[src/sv/ndt_pkg.sv]
// Package for the note duration tracker: table geometry, transaction
// structs, event codes and the length saturation helper.
// No dependencies.
`default_nettype none

package ndt_pkg;

  localparam int MAX_NOTES = 16;
  localparam int TICK_BITS = 16;

  localparam int LEN_W  = 16;
  localparam int CNT_W  = $clog2(MAX_NOTES + 1);
  localparam int SAT_W  = (TICK_BITS > LEN_W) ? TICK_BITS : LEN_W;

  localparam logic       OP_START    = 1'b0;
  localparam logic       OP_TICK     = 1'b1;
  localparam logic       EV_KEY_ON   = 1'b0;
  localparam logic       EV_KEY_OFF  = 1'b1;
  localparam logic [7:0] KEY_OFF_VEL = 8'hDD;

  localparam logic [TICK_BITS-1:0] TICK_MAX = {TICK_BITS{1'b1}};

  typedef struct packed {
    logic             op;
    logic [6:0]       note_number;
    logic [LEN_W-1:0] length_ticks;
    logic [3:0]       channel;
    logic [6:0]       velocity;
  } ndt_in_t;

  typedef struct packed {
    logic       event_kind;
    logic [3:0] out_channel;
    logic [6:0] out_note;
    logic [7:0] out_velocity;
    logic       untracked;
    logic       last;
  } ndt_out_t;

  typedef struct packed {
    logic                 valid;
    logic [6:0]           note;
    logic [3:0]           channel;
    logic [TICK_BITS-1:0] remaining;
  } ndt_entry_t;

  typedef struct packed {
    logic load;
    logic shift;
    logic take_head;
  } ndt_cell_ctrl_t;

  // A zero length becomes one tick; a length beyond the counter range saturates.
  function automatic logic [TICK_BITS-1:0] sat_len(input logic [LEN_W-1:0] len);
    logic [SAT_W-1:0] len_ext;
    logic [SAT_W-1:0] max_ext;
    len_ext = SAT_W'(len);
    max_ext = SAT_W'(TICK_MAX);
    if (len_ext == '0) begin
      sat_len = TICK_BITS'(1);
    end else if (len_ext > max_ext) begin
      sat_len = TICK_MAX;
    end else begin
      sat_len = TICK_BITS'(len_ext);
    end
  endfunction

endpackage

`default_nettype wire

[src/sv/ndt_cell.sv]
// One slot of the note table chain: holds an entry and takes its next value
// from the right-hand neighbour, the recirculated head or a new note.
// Depends on ndt_pkg.
`default_nettype none

module ndt_cell (
  input  wire logic                   clk,
  input  wire logic                   rst_n,
  input  wire ndt_pkg::ndt_cell_ctrl_t ctrl,
  input  wire ndt_pkg::ndt_entry_t    new_entry,
  input  wire ndt_pkg::ndt_entry_t    head_entry,
  input  wire ndt_pkg::ndt_entry_t    right_entry,
  output ndt_pkg::ndt_entry_t         entry
);
  import ndt_pkg::*;

  ndt_entry_t entry_r;
  ndt_entry_t entry_nxt;

  always_comb begin
    entry_nxt = entry_r;
    if (ctrl.load) begin
      entry_nxt = new_entry;
    end else if (ctrl.shift) begin
      entry_nxt = ctrl.take_head ? head_entry : right_entry;
    end
  end

  always_ff @(posedge clk) begin
    if (!rst_n) begin
      entry_r.valid <= 1'b0;
    end else begin
      entry_r.valid <= entry_nxt.valid;
    end
  end

  always_ff @(posedge clk) begin
    entry_r.note      <= entry_nxt.note;
    entry_r.channel   <= entry_nxt.channel;
    entry_r.remaining <= entry_nxt.remaining;
  end

  assign entry = entry_r;

endmodule

`default_nettype wire

[src/sv/note_duration_tracker.sv]
// Top level of the note duration tracker: a chain of table cells, the tick
// scan sequencer and the event output register.
// Depends on ndt_pkg and ndt_cell.
`default_nettype none

// Channel   Direction  Handshake           Payload
// in_       input      in_valid/in_ready   ndt_in_t  (start note or tick)
// out_      output     out_valid/out_ready ndt_out_t (key-on / key-off event)
//
// A start transaction loads its key-on straight into the output register. A
// tick scans the stored notes through the head cell, one per cycle unless an
// expiry must push a held key-off while the output has no room, holding each
// expiry back a step so the final key-off carries the last flag; that final
// key-off is sent from the flush state after the scan. Input is taken only when
// idle with a free output register; reset empties the table at once.

module note_duration_tracker (
  input  wire logic             clk,
  input  wire logic             rst_n,
  input  wire logic             in_valid,
  output logic                  in_ready,
  input  wire ndt_pkg::ndt_in_t in_data,
  output logic                  out_valid,
  input  wire logic             out_ready,
  output ndt_pkg::ndt_out_t     out_data
);
  import ndt_pkg::*;

  // Sequencer states: idle, scanning the table for a tick, and sending the
  // final held key-off.
  typedef enum logic [2:0] {
    ST_IDLE  = 3'b001,
    ST_SCAN  = 3'b010,
    ST_FLUSH = 3'b100
  } state_t;

  state_t           state_r, state_nxt;
  logic [CNT_W-1:0] cnt_r, cnt_nxt;       // stored notes, packed at the low cells
  logic [CNT_W-1:0] left_r, left_nxt;     // entries still to visit in the scan
  logic             pend_v_r, pend_v_nxt; // key-off waiting to learn whether it is last
  logic [6:0]       pend_note_r, pend_note_nxt;
  logic [3:0]       pend_chan_r, pend_chan_nxt;
  logic             out_valid_r, out_valid_nxt;
  ndt_out_t         out_data_r, out_data_nxt;

  ndt_entry_t       cells [MAX_NOTES];
  ndt_entry_t       rights [MAX_NOTES];
  ndt_cell_ctrl_t   ctrls [MAX_NOTES];
  ndt_entry_t       new_entry;
  ndt_entry_t       survivor;
  ndt_entry_t       head;

  logic out_free;
  logic accept;
  logic do_start;
  logic do_tick;
  logic full;
  logic head_exp;
  logic adv;
  logic push_pend;
  logic flush;

  // The output register is free when empty or when its event leaves now.
  assign out_free = !out_valid_r || out_ready;
  assign in_ready = (state_r == ST_IDLE) && out_free;
  assign accept   = in_valid && in_ready;
  assign do_start = accept && (in_data.op == OP_START) && (in_data.note_number != 7'd0);
  assign do_tick  = accept && (in_data.op == OP_TICK) && (cnt_r != '0);
  assign full     = (cnt_r == CNT_W'(MAX_NOTES));

  // The head cell is always the next entry to visit during a scan.
  assign head     = cells[0];
  assign head_exp = (head.remaining == TICK_BITS'(1));

  // A step that would push a held key-off waits for room in the output.
  assign adv       = (state_r == ST_SCAN) && (!head_exp || !pend_v_r || out_free);
  assign push_pend = adv && head_exp && pend_v_r;
  assign flush     = (state_r == ST_FLUSH) && out_free;

  always_comb begin
    new_entry.valid     = 1'b1;
    new_entry.note      = in_data.note_number;
    new_entry.channel   = in_data.channel;
    new_entry.remaining = sat_len(in_data.length_ticks);
    survivor            = head;
    survivor.remaining  = head.remaining - TICK_BITS'(1);
  end

  // The chain shifts towards the head on every scan step. A surviving head
  // re-enters at the top of the occupied region, so the region rotates in
  // start order; an expiring head simply drops out and the region shrinks.
  for (genvar i = 0; i < MAX_NOTES; i++) begin : g_cell
    if (i == MAX_NOTES - 1) begin : g_tail
      assign rights[i] = '0;
    end else begin : g_mid
      assign rights[i] = cells[i + 1];
    end

    assign ctrls[i].load      = do_start && !full && (cnt_r == CNT_W'(i));
    assign ctrls[i].shift     = adv;
    assign ctrls[i].take_head = !head_exp && (cnt_r == CNT_W'(i + 1));

    ndt_cell u_cell (
      .clk         (clk),
      .rst_n       (rst_n),
      .ctrl        (ctrls[i]),
      .new_entry   (new_entry),
      .head_entry  (survivor),
      .right_entry (rights[i]),
      .entry       (cells[i])
    );
  end

  always_comb begin
    state_nxt     = state_r;
    cnt_nxt       = cnt_r;
    left_nxt      = left_r;
    pend_v_nxt    = pend_v_r;
    pend_note_nxt = pend_note_r;
    pend_chan_nxt = pend_chan_r;

    case (state_r)
      ST_IDLE: begin
        if (do_start && !full) begin
          cnt_nxt = cnt_r + CNT_W'(1);
        end
        if (do_tick) begin
          left_nxt  = cnt_r;
          state_nxt = ST_SCAN;
        end
      end
      ST_SCAN: begin
        if (adv) begin
          left_nxt = left_r - CNT_W'(1);
          if (head_exp) begin
            cnt_nxt       = cnt_r - CNT_W'(1);
            pend_v_nxt    = 1'b1;
            pend_note_nxt = head.note;
            pend_chan_nxt = head.channel;
          end
          if (left_r == CNT_W'(1)) begin
            state_nxt = (pend_v_r || head_exp) ? ST_FLUSH : ST_IDLE;
          end
        end
      end
      ST_FLUSH: begin
        if (flush) begin
          pend_v_nxt = 1'b0;
          state_nxt  = ST_IDLE;
        end
      end
      default: begin
        state_nxt = ST_IDLE;
      end
    endcase
  end

  // Event output register.
  always_comb begin
    out_valid_nxt = out_valid_r;
    out_data_nxt  = out_data_r;
    if (out_ready) begin
      out_valid_nxt = 1'b0;
    end
    if (do_start) begin
      out_valid_nxt             = 1'b1;
      out_data_nxt.event_kind   = EV_KEY_ON;
      out_data_nxt.out_channel  = in_data.channel;
      out_data_nxt.out_note     = in_data.note_number;
      out_data_nxt.out_velocity = {1'b0, in_data.velocity};
      out_data_nxt.untracked    = full;
      out_data_nxt.last         = 1'b1;
    end else if (push_pend || flush) begin
      out_valid_nxt             = 1'b1;
      out_data_nxt.event_kind   = EV_KEY_OFF;
      out_data_nxt.out_channel  = pend_chan_r;
      out_data_nxt.out_note     = pend_note_r;
      out_data_nxt.out_velocity = KEY_OFF_VEL;
      out_data_nxt.untracked    = 1'b0;
      out_data_nxt.last         = flush;
    end
  end

  always_ff @(posedge clk) begin
    if (!rst_n) begin
      state_r     <= ST_IDLE;
      cnt_r       <= '0;
      left_r      <= '0;
      pend_v_r    <= 1'b0;
      out_valid_r <= 1'b0;
    end else begin
      state_r     <= state_nxt;
      cnt_r       <= cnt_nxt;
      left_r      <= left_nxt;
      pend_v_r    <= pend_v_nxt;
      out_valid_r <= out_valid_nxt;
    end
  end

  always_ff @(posedge clk) begin
    pend_note_r <= pend_note_nxt;
    pend_chan_r <= pend_chan_nxt;
    out_data_r  <= out_data_nxt;
  end

  assign out_valid = out_valid_r;
  assign out_data  = out_data_r;

endmodule

`default_nettype wire

[config.mk]
export PLATFORM = sky130hd
export DESIGN_NAME = note_duration_tracker
export DESIGN_NICKNAME = d
export VERILOG_FILES = /design/src/sv/ndt_pkg.sv /design/src/sv/ndt_cell.sv /design/src/sv/note_duration_tracker.sv
export SDC_FILE = /design/constraint.sdc
export NUM_CORES = 1
export LEC_CHECK = 0
export BUFFER_PORTS_ARGS = -buffer_cell sky130_fd_sc_hd__buf_2
export CAP_MARGIN = 20
export CORE_MARGIN = 3
export CORE_UTILIZATION = 65
export DETAILED_ROUTE_END_ITERATION = 8
export PLACE_DENSITY = 0.82
export SLEW_MARGIN = 20
export SYNTH_ARGS = -nofsm -noshare
export SYNTH_HDL_FRONTEND = slang
export SYNTH_SLANG_ARGS = --single-unit
export TNS_END_PERCENT = 5
[constraint.sdc]
create_clock -name clk -period 7.6 [get_ports clk]
set_input_delay 0.76 -clock clk [delete_from_list [all_inputs] [get_ports clk]]
set_output_delay 0.76 -clock clk [all_outputs]
set_load 0.02 [all_outputs]
Word level (Yosys, flattened, before mapping)
Cells that the tools add are included.

Word-level logic and storage cells: 265. Register bits: 495. Output and inout port bits: 24. Bits of input ports: 39.

Magnitude comparators: 1. Multiplexer cells: 72. Equality and inequality tests: 28. Bitwise operators: 1. Add/sub/neg operators: 4. Reduce and logical (&&, ||, !) cells: 82.

Operator list (number): 28-bit two-way mux (48); 1-bit logical AND (43); 21-bit two-way mux (2); 5-bit by 4-bit == test with 1-bit output (second input constant) (8); 2-bit nonzero test (19); 16-bit two-way mux (2); 5-bit two-way mux (5); 5-bit by 3-bit == test with 1-bit output (second input constant) (4); 5-bit case mux with 2 select lines (2); 16-bit by 1-bit == test with 1-bit output (second input constant) (1); 16-bit > comparator (second input constant) (1); 16-bit logical NOT (1); 16-bit by 1-bit subtractor with 16-bit output (second input constant) (1); 3-bit two-way mux (5); 4-bit AND reduction (3); 5-bit by 1-bit == test with 1-bit output (second input constant) (2); 5-bit by 2-bit == test with 1-bit output (second input constant) (2); 2-bit != test (second input constant) (5); 5-bit by 1-bit subtractor with 5-bit output (second input constant) (2); 3-bit case mux with 3 select lines (1); 7-bit nonzero test (1); 1-bit two-way mux (6); 3-bit AND reduction (2); 5-bit by 1-bit adder with 5-bit output (second input constant) (1); 13 further kinds (21).

Logic depth before layout (Yosys ltp)
Word-level depth: 10. Gate-level depth with buffers: 10. Depth with buffers taken out: 8.

By module
A second synthesis with hierarchy kept.

Cells, all modules: 2287. Area total of the unflattened synthesis: 26299.0 µm².

By module, submodules not included: ndt_cell (times used 16, cells an instance 124, seq. area each 830.8 µm², area each 1466.4 µm²); note_duration_tracker (times used 1, cells an instance 303, seq. area each 1241.2 µm², area each 2836.5 µm²).

Least setup slack after synthesis
No wires, ideal clock.

Path kind: input-to-reg. From: input port in_data[27] in the netlist's numbering. To: register g_cell[10].u_cell.entry_r, in the netlist g_cell[10].u_cell.entry[0], enable pin. Arrival: 2.833 ns. Setup slack: 4.379 ns. Cell stages on the path: 7. Path buffers: 3. Setup time: 0.388 ns. Required time: 7.212 ns. Cells stage by stage: buf_2 nor3_1 and2_1 buf_2 buf_4 nor4_4 nand2b_1.

Cells in the longest elaborated chain, start to end: 5.

RTL lines: from (decl) (RTL line note_duration_tracker.sv:22) `input wire ndt_pkg::ndt_in_t in_data,`; 7-bit nonzero test (RTL line note_duration_tracker.sv:67) `assign do_start = accept && (in_data.op == OP_START) && (in_data.note_number != 7'd0);`; 1-bit logical AND (RTL line note_duration_tracker.sv:67); 1-bit logical AND (2 in series) (RTL line note_duration_tracker.sv:99) `assign ctrls[i].load = do_start && !full && (cnt_r == CNT_W'(i));`; 2-bit nonzero test (no source line); to (decl) (RTL line ndt_cell.sv:17) `ndt_entry_t entry_r;`.

Every way passes these cells. A chain may end at the register's enable or synchronous reset.

Worst setup path after layout
From: register state_r[0]. To: register g_cell[0].u_cell.entry_r, in the netlist g_cell[0].u_cell.entry[4], enable pin.

Cells in the longest elaborated chain, start to end: 8. Elaborated cells between the ends (all ways): 10. Those cells by class: 2 x eq/ne; 8 x reduce/logical.

RTL lines: from (decl) (RTL line note_duration_tracker.sv:37) `state_t state_r, state_nxt;`; from (signal assigned) (RTL line note_duration_tracker.sv:192) `state_r <= state_nxt;`; 3-bit by 1-bit == test with 1-bit output (RTL line note_duration_tracker.sv:65) `assign in_ready = (state_r == ST_IDLE) && out_free;`; 1-bit logical AND (RTL line note_duration_tracker.sv:65); 1-bit logical AND (RTL line note_duration_tracker.sv:66) `assign accept = in_valid && in_ready;`; 1-bit logical AND (2 in series) (RTL line note_duration_tracker.sv:67); 1-bit logical AND (2 in series) (RTL line note_duration_tracker.sv:99); 2-bit nonzero test (no source line) (*); to (decl) (RTL line ndt_cell.sv:17).

Mark *: on every way between the ends. The rest lies on a longest branch, timed or not.

==> run metrics <==
initial antenna violation count 0; number of non-filler instances in the completed layout 2796; total standard cell area after synthesis ~25000 um2; Starting DRT DRC Count roughly 2100; leakage power summed over all cells a little over 9 nW; global-route wire length before repair approximately 94000 um; fraction of final layout cells with drive strength greater than 1 11.7%; biggest area consumer among synthesized cells edfxtp_1; Cells after Synth 2305; clock tree from TritonCTS built; vertical die dimension 204 um; Cells after DPL roughly 2700; total via count in the routed design between 15000 and 20000; number of global-route vias before repair about 17000; H-tree depth 2; actual transition at the worst max-transition pin roughly 1.1 ns; start of the worst register-to-register path state_r[0]; Critical Path End Type flop; count of final hold-check violations 0; highest clock rate 0.272 GHz; Net Count, Synth 2354; Avg Inst Size Synth around 11 um2; pin count of the biggest net entering global routing 56; Reg2Reg Capture Point g_cell[0].u_cell.entry[4]; outcome finished clean; TritonCTS Sinks roughly 480; Final Routed Wirelength roughly 60000 um; arrival time reported for the critical path endpoint 3.89 ns; category of the most critical setup path flop to flop; die boundary width 204 um; Port-buffer cells a little over 60; proportion of synthesized flip-flops having asynchronous set or reset 0%; power per unit of standard cell area roughly 250 nW/um2; R2R Setup Slk 3.93 ns; CTS Root Buffer Type clkbuf_16; via count normalized by instance count between 6 and 7; Critical path destination g_cell[0].u_cell.entry[4]; first-pass detailed-route iteration total 6; core region area ~38000 um2; Min Clock Period, post-route around 3.7 ns; clock input transition at the sequential cells of the worst setup and hold paths 0.06 ns; headroom to the max-slew limit ~29%; Largest delay share family, worst path simple AND/OR/NAND/NOR gates; series of cell instances along the critical path nor3b_4 > nand4b_4 > nor2_1 > nand3_1 > nand2_1; RSZ-0062 raised after global routing no; number of cells on the critical path 5; Initial Util roughly 67%; reg2reg path depth 5; Worst setup SP type flop; Die Area 41500 um2; EDFF count, synth 462; worst clock skew roughly 0.020 ns; maximum vdd ir drop 0.000190 V; synthesis-stage register bit count approximately 480; number of instances resized during post-cts repair 0; most common library cells after synthesis nand2_1 (478), edfxtp_1 (462), mux2i_1 (320), o21ai_0 (307), nor2_1 (88); overall routing resource usage roughly 29%; start point of the critical path state_r[0]; half-perimeter wire length of the detailed placement result between 30000 and 40000 um; portion of synthesized cell area occupied by the leading cell type a little over half; DRC viols 0; worst path buffer plus inverter count 0; Finished Cell Area 27200 um2; Clock Tree Buf Depth 3; wire length per cell after detailed routing approximately 22 um; Post-Route Setup TNS 0 ns; diode count 0; Seq/Total Area, Yosys between 50% and 60%; post-synth cell types 66; post-layout net count roughly 2300; Final setup violation count 0; final critical-path share of the clock period 48.3%; cell with the most instances after synthesis nand2_1; Slowest Stage Delay on Critical Path 1.03 ns; data required time at the worst endpoint between 7 and 8 ns; CP Max Fanout 16; number of ports placed on the die boundary 63; Num CTS Buffers 49; Primary FF master, synth edfxtp_1; row cnt slightly above 70; leading post-synthesis cells by cell area edfxtp_1 (55%), mux2i_1 (13%), nand2_1 (7.1%), o21ai_0 (6.0%), buf_2 (1.7%); # Max-Cap Violations 0; Hold/Removal Path Class input pin to flop; number of routed nets with antenna violations 0; Yosys warning total 0; GPL Wtd Cong ~0.86; Cell Area, Placed ~26000 um2; residual overflow from global routing 0; number of pins exceeding their max-slew limit in the final report 0; Hold-fix buffers, CTS 0; setup bufs post-CTS 0; Critical Path Slowest Stage Cell nor2_1; area grow syn2layout 6.99%; Clk Latency, worst-skew pair between 0.5 and 0.6 ns
## logic make-up after synthesis
group           count (synthesis)  synth area share [%]
flops                         479                  55.9
compound gates                511                  11.5
xor+xnor                       12                 0.443
fa+ha+maj                      10                 0.492
mux                           320                  12.6
buf+inv                       235                  4.96
simple gates                  738                  14.0
## layer usage
layer | track usage (%) | vias to the layer above | part of all wire (%)
li1 | - | 8259 | -
met1 | 40.0 | 8448 | 40
met2 | 46.6 | 951 | 47
met3 | 5.11 | 116 | 10
met4 | 10.3 | 0 | 3.0
met5 | 0 | - | 0
## stage by stage
| step | power, mW | utilization (%) | hold slack (ns) | setup slack, ns |
|---|---|---|---|---|
| after floorplan | 4.10 | - | 0.453 | 4.38 |
| after global placement | 4.40 | 67.1 | 0.456 | 3.80 |
| after detailed placement | 4.45 | 67.1 | 0.475 | 3.69 |
| after CTS | 6.75 | 71.2 | 0.426 | 3.87 |
| after global routing | 6.99 | 71.3 | 0.447 | 3.73 |
| final | 6.75 | 71.3 | 0.454 | 3.93 |
## where the power goes
part	total [mW]	leakage, nW	switching [mW]	internal [mW]
sequential	3.41	4.31	0.177	3.23
clock	2.33	0.750	0.990	1.34
combinational	1.01	4.24	0.716	0.295
total	6.75	9.31	1.88	4.87
## sequential cells by signal (all words and copies together) (netlist names)
signal / flops
pend_v_r: 1
state_r: 3
out_valid: 1
left_r: 5
out_data: 21
g_cell.u_cell.entry: 432
cnt_r: 5
pend_note_r: 7
pend_chan_r: 4
## layout make-up
type	instances	area, um2
flip-flops and latches	479	14200
fillers	2499	10900
multi-input cells	1591	10000
clock buffers	66	1340
repair buffers	116	733
well taps	511	639
clock inverters	23	190
inverters	10	37.5
## cell usage in the layout, fill, tap and decap left out, types with 4 or more instances in the layout
cell type | Yosys | final
nor2_1 | 88 | 87
nor4_2 | 9 | 4
xnor2_1 | 6 | 6
o21ai_1 | 56 | 56
mux2i_1 | 320 | 320
clkbuf_16 | 0 | 51
a31oi_1 | 33 | 33
nand2_1 | 478 | 475
nand2b_2 | 0 | 5
dfxtp_1 | 17 | 17
o31ai_1 | 27 | 27
inv_1 | 6 | 6
nand3_1 | 15 | 15
nand2b_1 | 21 | 16
nor3_1 | 36 | 36
a22o_1 | 36 | 36
o21a_1 | 9 | 9
clkinv_2 | 0 | 10
nand3_2 | 7 | 7
nor3_2 | 15 | 13
a21oi_1 | 13 | 13
nor4_4 | 11 | 16
nand2_2 | 1 | 4
buf_4 | 15 | 51
clkinv_1 | 1 | 8
clkbuf_1 | 87 | 14
o21ai_0 | 307 | 307
edfxtp_1 | 462 | 462
ha_1 | 10 | 10
nor2b_1 | 7 | 7
nand4_1 | 8 | 8
o21ai_2 | 12 | 12
or3_1 | 4 | 4
nor4_1 | 6 | 6
and3_1 | 4 | 4
buf_2 | 87 | 62
## worst min-delay path by stage
stage               slack, ns         from          end  cells past startpoint
CTS                      0.43   in_data[2]  out_data[4]                      2
finish                   0.45   in_data[6]  out_data[8]                      2
floorplan                0.45    left_r[4]    left_r[4]                      2
global route             0.45   in_data[0]  out_data[2]                      2
detailed placement       0.48  out_data[9]  out_data[9]                      1
global placement         0.46  out_data[9]  out_data[9]                      1
## worst reg2reg max path, cell delays in order, from the launching register on
cell	delay (ns)
dfxtp_1	0.41
nor3b_4	0.43
nand4b_4	0.60
nor2_1	1.03
nand3_1	0.24
nand2_1	0.57
Note: power is estimated with default switching activity, not from simulation.
